<file path="src/hdl/dlmtf_pkg.sv">
// Shared types and constants for the move-to-front log table.
// Used by the controller, the datapath and the top level; no dependencies.
`timescale 1ns / 1ps
`default_nettype none
package dlmtf_pkg;

  localparam int TableDepth = 64;
  localparam int IDX_W = $clog2(TableDepth);
  localparam int FILL_W = $clog2(TableDepth + 1);

  typedef enum logic [1:0] {
    CMD_LOG   = 2'd0,
    CMD_READ  = 2'd1,
    CMD_CLEAR = 2'd2
  } cmd_t;

  typedef enum logic [2:0] {
    ST_INSERTED = 3'd0,
    ST_MERGED   = 3'd1,
    ST_READ_OK  = 3'd2,
    ST_EMPTY    = 3'd3,
    ST_CLEARED  = 3'd4
  } status_t;

  typedef enum logic [3:0] {
    S_IDLE,
    S_MISS,
    S_SCAN_RD,
    S_SCAN_CMP,
    S_SHIFT_RD,
    S_SHIFT_WR,
    S_READ_RD,
    S_READ_OUT
  } state_t;

  // One table line, kept in recency order in the entry memory
  typedef struct packed {
    logic [31:0] src_addr;
    logic [31:0] dst_addr;
    logic [15:0] sport;
    logic [15:0] dport;
    logic [7:0]  proto;
    logic [2:0]  hook;
    logic [2:0]  verdict;
    logic [7:0]  cause;
    logic [31:0] seen;
    logic [31:0] count;
  } entry_t;

  // Controller to datapath
  typedef struct packed {
    logic capture;
    logic rd_scan;
    logic step;
    logic settle_hit;
    logic settle_miss;
    logic rd_shift;
    logic wr_shift;
    logic wr_front;
    logic rd_index;
    logic clear;
    logic emit_log;
    logic emit_read;
    logic emit_clear;
    logic emit_bad;
  } ctl_cmd_t;

  // Datapath to controller
  typedef struct packed {
    logic fill_zero;
    logic match;
    logic last;
    logic idx_zero;
  } dp_stat_t;

endpackage
`default_nettype wire

</file>
<file path="src/hdl/dlmtf_ctrl.sv">
// Sequencer for the log table: scan, move-to-front shift, read and clear steps.
// Depends on dlmtf_pkg.
`timescale 1ns / 1ps
`default_nettype none
module dlmtf_ctrl
  import dlmtf_pkg::*;
(
  input  wire logic     clk,
  input  wire logic     rst_n,
  input  wire logic     start,
  input  wire logic [1:0] in_cmd,
  input  dp_stat_t      stat,
  output ctl_cmd_t      cmd,
  output logic          busy
);

  state_t state_r, state_nxt;

  // State register
  always_ff @(posedge clk) begin
    if (!rst_n) state_r <= S_IDLE;
    else        state_r <= state_nxt;
  end

  // Next state and commands
  always_comb begin
    state_nxt = state_r;
    cmd       = '0;
    unique case (state_r)
      S_IDLE: begin
        if (start) begin
          unique case (in_cmd)
            CMD_LOG: begin
              cmd.capture = 1'b1;
              state_nxt   = stat.fill_zero ? S_MISS : S_SCAN_RD;
            end
            CMD_READ: begin
              cmd.capture = 1'b1;
              state_nxt   = S_READ_RD;
            end
            CMD_CLEAR: begin
              cmd.clear      = 1'b1;
              cmd.emit_clear = 1'b1;
            end
            default: cmd.emit_bad = 1'b1;
          endcase
        end
      end
      S_MISS: begin
        cmd.settle_miss = 1'b1;
        state_nxt       = S_SHIFT_RD;
      end
      S_SCAN_RD: begin
        cmd.rd_scan = 1'b1;
        state_nxt   = S_SCAN_CMP;
      end
      S_SCAN_CMP: begin
        priority if (stat.match) begin
          cmd.settle_hit = 1'b1;
          state_nxt      = S_SHIFT_RD;
        end else if (stat.last) begin
          cmd.settle_miss = 1'b1;
          state_nxt       = S_SHIFT_RD;
        end else begin
          cmd.step  = 1'b1;
          state_nxt = S_SCAN_RD;
        end
      end
      S_SHIFT_RD: begin
        if (stat.idx_zero) begin
          cmd.wr_front = 1'b1;
          cmd.emit_log = 1'b1;
          state_nxt    = S_IDLE;
        end else begin
          cmd.rd_shift = 1'b1;
          state_nxt    = S_SHIFT_WR;
        end
      end
      S_SHIFT_WR: begin
        cmd.wr_shift = 1'b1;
        state_nxt    = S_SHIFT_RD;
      end
      S_READ_RD: begin
        cmd.rd_index = 1'b1;
        state_nxt    = S_READ_OUT;
      end
      S_READ_OUT: begin
        cmd.emit_read = 1'b1;
        state_nxt     = S_IDLE;
      end
      default: state_nxt = S_IDLE;
    endcase
  end

  assign busy = (state_r != S_IDLE);

  // Checks
  a_one_emit: assert property (@(posedge clk) disable iff (!rst_n)
    $onehot0({cmd.emit_log, cmd.emit_read, cmd.emit_clear, cmd.emit_bad}))
    else $error("more than one result in a cycle");
  a_front_ends: assert property (@(posedge clk) disable iff (!rst_n)
    cmd.wr_front |=> state_r == S_IDLE)
    else $error("front write did not end the item");
  a_idle_no_write: assert property (@(posedge clk) disable iff (!rst_n)
    state_r == S_IDLE |-> !cmd.wr_shift && !cmd.wr_front)
    else $error("table write while idle");

endmodule
`default_nettype wire

</file>
<file path="config.mk">
export PLATFORM = sky130hd
export DESIGN_NAME = dlmtf_ctrl
export DESIGN_NICKNAME = d
export VERILOG_FILES = /design/src/hdl/dlmtf_pkg.sv /design/src/hdl/dlmtf_ctrl.sv
export SDC_FILE = /design/constraint.sdc
export NUM_CORES = 1
export LEC_CHECK = 0
export BUFFER_PORTS_ARGS = -buffer_cell sky130_fd_sc_hd__buf_2
export CORE_AREA = 2 2 39 41
export CTS_BUF_LIST = sky130_fd_sc_hd__clkbuf_8 sky130_fd_sc_hd__clkbuf_16
export DETAILED_ROUTE_END_ITERATION = 7
export DIE_AREA = 0 0 41 43
export GPL_TIMING_DRIVEN = 0
export PLACE_DENSITY = 0.57
export SYNTH_ARGS = -nofsm -noshare
export SYNTH_HDL_FRONTEND = slang
export SYNTH_SLANG_ARGS = --single-unit
</file>
<file path="constraint.sdc">
create_clock -name clk -period 1.3 [get_ports clk]
set_input_delay 0.26 -clock clk [delete_from_list [all_inputs] [get_ports clk]]
set_output_delay 0.26 -clock clk [all_outputs]
set_load 0.05 [all_outputs]
</file>
* Word-level counts from Yosys, hierarchy flattened *
Cells that the tools add are included.

storage, ports and cells
  flip-flop bits (word level) = 4
  bits in latches = 0
  memory bits (writable) = 0
  memory bits (read-only) = 0
  output and inout bits = 15
  word-level logic and storage cells = 50
  memories = 0

operators by class
  $add $sub $neg = 0
  multiply operators = 0
  div/mod/pow operators = 0
  magnitude comparators = 0
  eq/ne operators = 11
  shifts and indexed selects = 0
  muxes and demuxes = 31
  bitwise gates (word level) = 0
  reduce and logical (&&, ||, !) cells = 7

operator list
  cell                                                 count
  one-hot mux 4 bit (6 select lines)                   1
  two-way mux 1 bit                                    20
  equality test 4 x 3 -> 1 bit, second input constant  4
  equality test 4 x 2 -> 1 bit, second input constant  2
  two-way mux 2 bit                                    4
  two-way mux 4 bit                                    2
  one-hot mux 4 bit (2 select lines)                   1
  two-way mux 3 bit                                    2
  equality test 4 x 1 -> 1 bit, second input constant  1
  zero test 4 bit                                      1
  nonzero test 4 bit                                   1
  OR reduction 2 bit                                   2
  != test 3 x 1 -> 1 bit, second input constant        1
  OR reduction 3 bit                                   1
  equality test 2 x 1 -> 1 bit, second input constant  1
  equality test 2 bit, second input constant           1
  zero test 2 bit                                      1
  != test 2 bit, second input constant                 1
  one-hot mux 1 bit (2 select lines)                   1
  AND reduction 2 bit                                  1

* Depth between registers and ports, before layout *
  depth in word-level cells = 5
  gate-level depth with buffers = 4
  mapped depth without buffers = 4

* Worst setup path after synthesis *
No wires, ideal clock.

  path type = reg2out
  from = register state_r[0]
  to = output cmd[4] (netlist bit)
  data arrival time = 2212 ps
  required time = 1040 ps
  path slack = -1172 ps
  stages on the path, launching flop included = 5
  buffers on the path = 1
  path through = dfxtp_1 -> nor3_2 -> nand2_1 -> nor3b_1 -> buf_4

RTL lines
  element                 line              text
  start, declared         dlmtf_ctrl.sv:17  state_t state_r, state_nxt;
  start signal, assigned  dlmtf_ctrl.sv:22  else state_r <= state_nxt;
  end, declared           dlmtf_ctrl.sv:13  output ctl_cmd_t cmd,

==> run_results.csv <==
group,metric,value,unit
place,placedCellCount,84,
yosys,yosys-top-cells-area,"dfxtp_1 (17%), nor3b_1 (8.6%), buf_4 (6.4%)",
yosys,netlist-cell-type-count,28,
cells_and_area,reg.largest.list,"state_r x3",
power_and_ir_drop,finalPower,1030,uW
route,dr_total_vias,490,
place,post-dp-hpwl,729,um
sta,setup_slack,-0.339,ns
yosys,post-synth-top-area-cell,"dfxtp_1",
yosys,yosys_warning_total,0,
route,antenna_violating_nets_post_route,0,
critical_path,worstPathRequired,1.04,ns
power_and_ir_drop,sequentialPowerShare,11.9,%
critical_path,setup.worst_path.start_class,"flop",
sta,slew_viol_final,0,
place,gp_congestion,0.679,
sta,worst_clock_skew,0.00475,ns
sta,timing.final.hold_violations,0,
worst_hold_path,hold_path_class,"input pin to flop",
cells_and_area,largest_register_ff_count,3,
power_and_ir_drop,share_clk_of_total_power,26.3,%
cells_and_area,max_flop_register,"state_r",
yosys,synthesis.area,350,um2
clocking,clock_sink_count,3,
sta,rsz0062_at_grt,"yes",
die,design.die.area,0.00176,mm2
cells_and_area,nets,95,
power_and_ir_drop,internal_power,613,uW
grt,via_count_of_the_first_global_routing_pass,482,
power_and_ir_drop,sw_frac_of_total,40.5,%
critical_path,worst_r2r_endpoint,"state_r[0]",
yosys,synth_seq_cells,3,
yosys,synth_cells,45,
die,chipWidth,41,um
grt,grt_use_total,18.5,%
yosys,syn_nets,54,
route,drt_iter0_drc,4,
worst_hold_path,holdCritStartpoint,"rst_n",
route,detail_route.drc_violations,0,
critical_path,endpoint_kind,"output pin",
cells_and_area,drive_above_1_share,83.5,%
cells_and_area,final.fill_count,99,
clocking,ctsHoldBuffers,0,
grt,grt_antenna_before_repair,0,
power_and_ir_drop,worst_ir_drop_vdd,768,uV
grt,wire_length_of_the_first_global_routing_pass,2100,um
clocking,htreeDepth,1,
place,portBuffers,23,
yosys,portion_of_the_post_synthesis_area_used_by_sequential_elements,17.1,%
critical_path,ff2ff_setup_slack,-0.12,ns
power_and_ir_drop,power.leakage,0.000403,uW
critical_path,regToRegStartpoint,"state_r[1]",
run_status,violations,"setup timing",
die,rows,14,
die,ioPinCount,24,
route,firstDrtPassIters,4,
die,chip_height,43,um
die,initial_standard_cell_utilization_of_the_core,25.3,%
power_and_ir_drop,power_frac_comb,61.8,%
flow_run,cap_violations,0,
sta,setup_tns,-3.46,ns
clocking,clkSlewWorstSetupHoldPaths,0.03,ns
yosys,synth.avg_cell_area,7.79,um2
yosys,yosys.area.top_type_share,17.1,%
sta,final.period_utilization,126,%
grt,global_route.overflow_total,0,
die,core_region_area,0.00138,mm2
critical_path,depth_of_the_most_critical_reg_to_reg_path,8,
sta,holdWs,0.319,ns
grt,grt_start_max_net_pins,11,
sta,setup_viol,18,
critical_path,path_class,"flop to output pin",
worst_hold_path,hold-path-cell-count,3,
power_and_ir_drop,power.switching,418,uW
clocking,clock_tree.buffer_depth,2,
critical_path,arrival,1.38,ns
cells_and_area,diodes,0,
route,detail_route.wirelength,1420,um
clocking,cts_made_buffers,3,
clocking,cts-root-buf,"clkbuf_8",
run_status,run_status,"complete, but fails checks",
route,viasPerCell,4.85,
sta,timing.max_slew.rel_slack,78.5,%
power_and_ir_drop,power_density,1090,mW/mm2
route,routed_wire_length_per_instance,14.0,um
clocking,cts_tree,"yes",
sta,post-route-min-period,1.64,ns
sta,fmax,610,MHz
clocking,clkLatencyLatePin,0.22,ns
cells_and_area,final_cell_count_without_fillers,101,
critical_path,worst-path-max-fanout,3,
worst_hold_path,min_to,"state_r[2]",
cells_and_area,flow.area_growth_from_synthesis,171,%
sta,slew_at_the_pin_with_the_worst_max_slew_slack,0.320,ns
power by group through the flow:
stage / clock network [uW] / logic [uW] / registers [uW]
5_1_grt: 281 / 670 / 123
3_3_place_gp: 0 / 389 / 119
6_report: 271 / 637 / 122
3_5_place_dp: 0 / 390 / 118
4_1_cts: 271 / 519 / 120
2_1_floorplan: 0 / 312 / 118
layout by cell type, fill, tap and decap left out, types with 2 or more instances in the layout:
| master | Yosys | routed |
|---|---|---|
| buf_6 | 1 | 16 |
| nor4_4 | 0 | 2 |
| clkbuf_8 | 0 | 3 |
| inv_1 | 1 | 2 |
| buf_12 | 0 | 2 |
| nand2b_4 | 1 | 2 |
| dfxtp_4 | 0 | 2 |
| nor3_4 | 0 | 2 |
| nor3b_4 | 0 | 3 |
| buf_8 | 0 | 5 |
| nand2_2 | 0 | 2 |
| buf_2 | 1 | 9 |
| nor2_4 | 0 | 4 |
| o21bai_1 | 2 | 2 |
| buf_4 | 3 | 9 |
what timing repair did:
action	CTS	global route
setup buffers	7	6
endpoints found under the setup margin	17	16
pin swaps	7	5
gates resized for setup	43	10
synth_stat cells:
cell type and count:
o221ai_2 1, dfxtp_1 3, a21oi_2 1, nor2b_2 1, and3_1 1, and4_1 1
nor3_1 1, buf_4 3, nor2b_1 1, o21bai_1 2, buf_6 1, a21oi_1 1
nor4_1 2, a31oi_2 1, a211o_1 1, nor3_2 2, inv_2 2, nand2b_4 1
o21ai_0 1, a31o_1 1, nor2_1 5, nor3b_1 4, a311oi_1 1, nand2_1 3
inv_1 1, buf_2 1, nand2b_1 1, nand3_1 1
worst max-delay path: stages, from the launching register on:
cell	delay [ns]
dfxtp_4	0.35
nor3_4	0.22
nand2_2	0.10
buf_4	0.14
buf_6	0.11
nor2_4	0.07
buf_6	0.16
how the worst max path moves through the flow:
stage / from / to / slack [ns] / cells past startpoint
after floorplan: state_r[2] / cmd[4] / -0.37 / 4
after global placement: state_r[0] / cmd[10] / -0.21 / 4
after detailed placement: state_r[0] / cmd[10] / -0.23 / 4
after CTS: state_r[1] / cmd[4] / -0.29 / 5
after global routing: state_r[1] / cmd[4] / -0.41 / 5
final: state_r[1] / cmd[13] / -0.34 / 6
metrics by stage:
stage               util (%)  worst slack [ns]  cell area, um2
global route            68.5            -0.414             948
CTS                     62.3            -0.293             862
floorplan                  -            -0.372             479
finish                  68.5            -0.339             948
global placement        44.4            -0.209             614
detailed placement      44.4            -0.231             614
cell families after synthesis:
logic type | share of synthesized area, %
AO/OA/AOI/OAI | 25.0
buffers and inverters | 14.3
AND/OR/NAND/NOR | 43.6
flip-flops | 17.1
final cells by class:
class	instances	area [um2]	share of cell area, %
multi-input combinational	34	385	40.6
timing repair buffer	36	347	36.5
sequential	3	68.8	7.26
buffer	5	61.3	6.46
clock buffer	3	41.3	4.35
inverter	3	21.3	2.24
tap	16	20.0	2.11
clock inverter	1	3.75	0.396
per-layer routing:
layer  share of wire [%]  global-route usage [%]
met1                  39                    20.6
met2                  55                    28.1
met3                 3.2                    4.71
met4                 3.2                    14.0
met5                   0                       0
No activity file was read; power rests on OpenSTA's default activity.
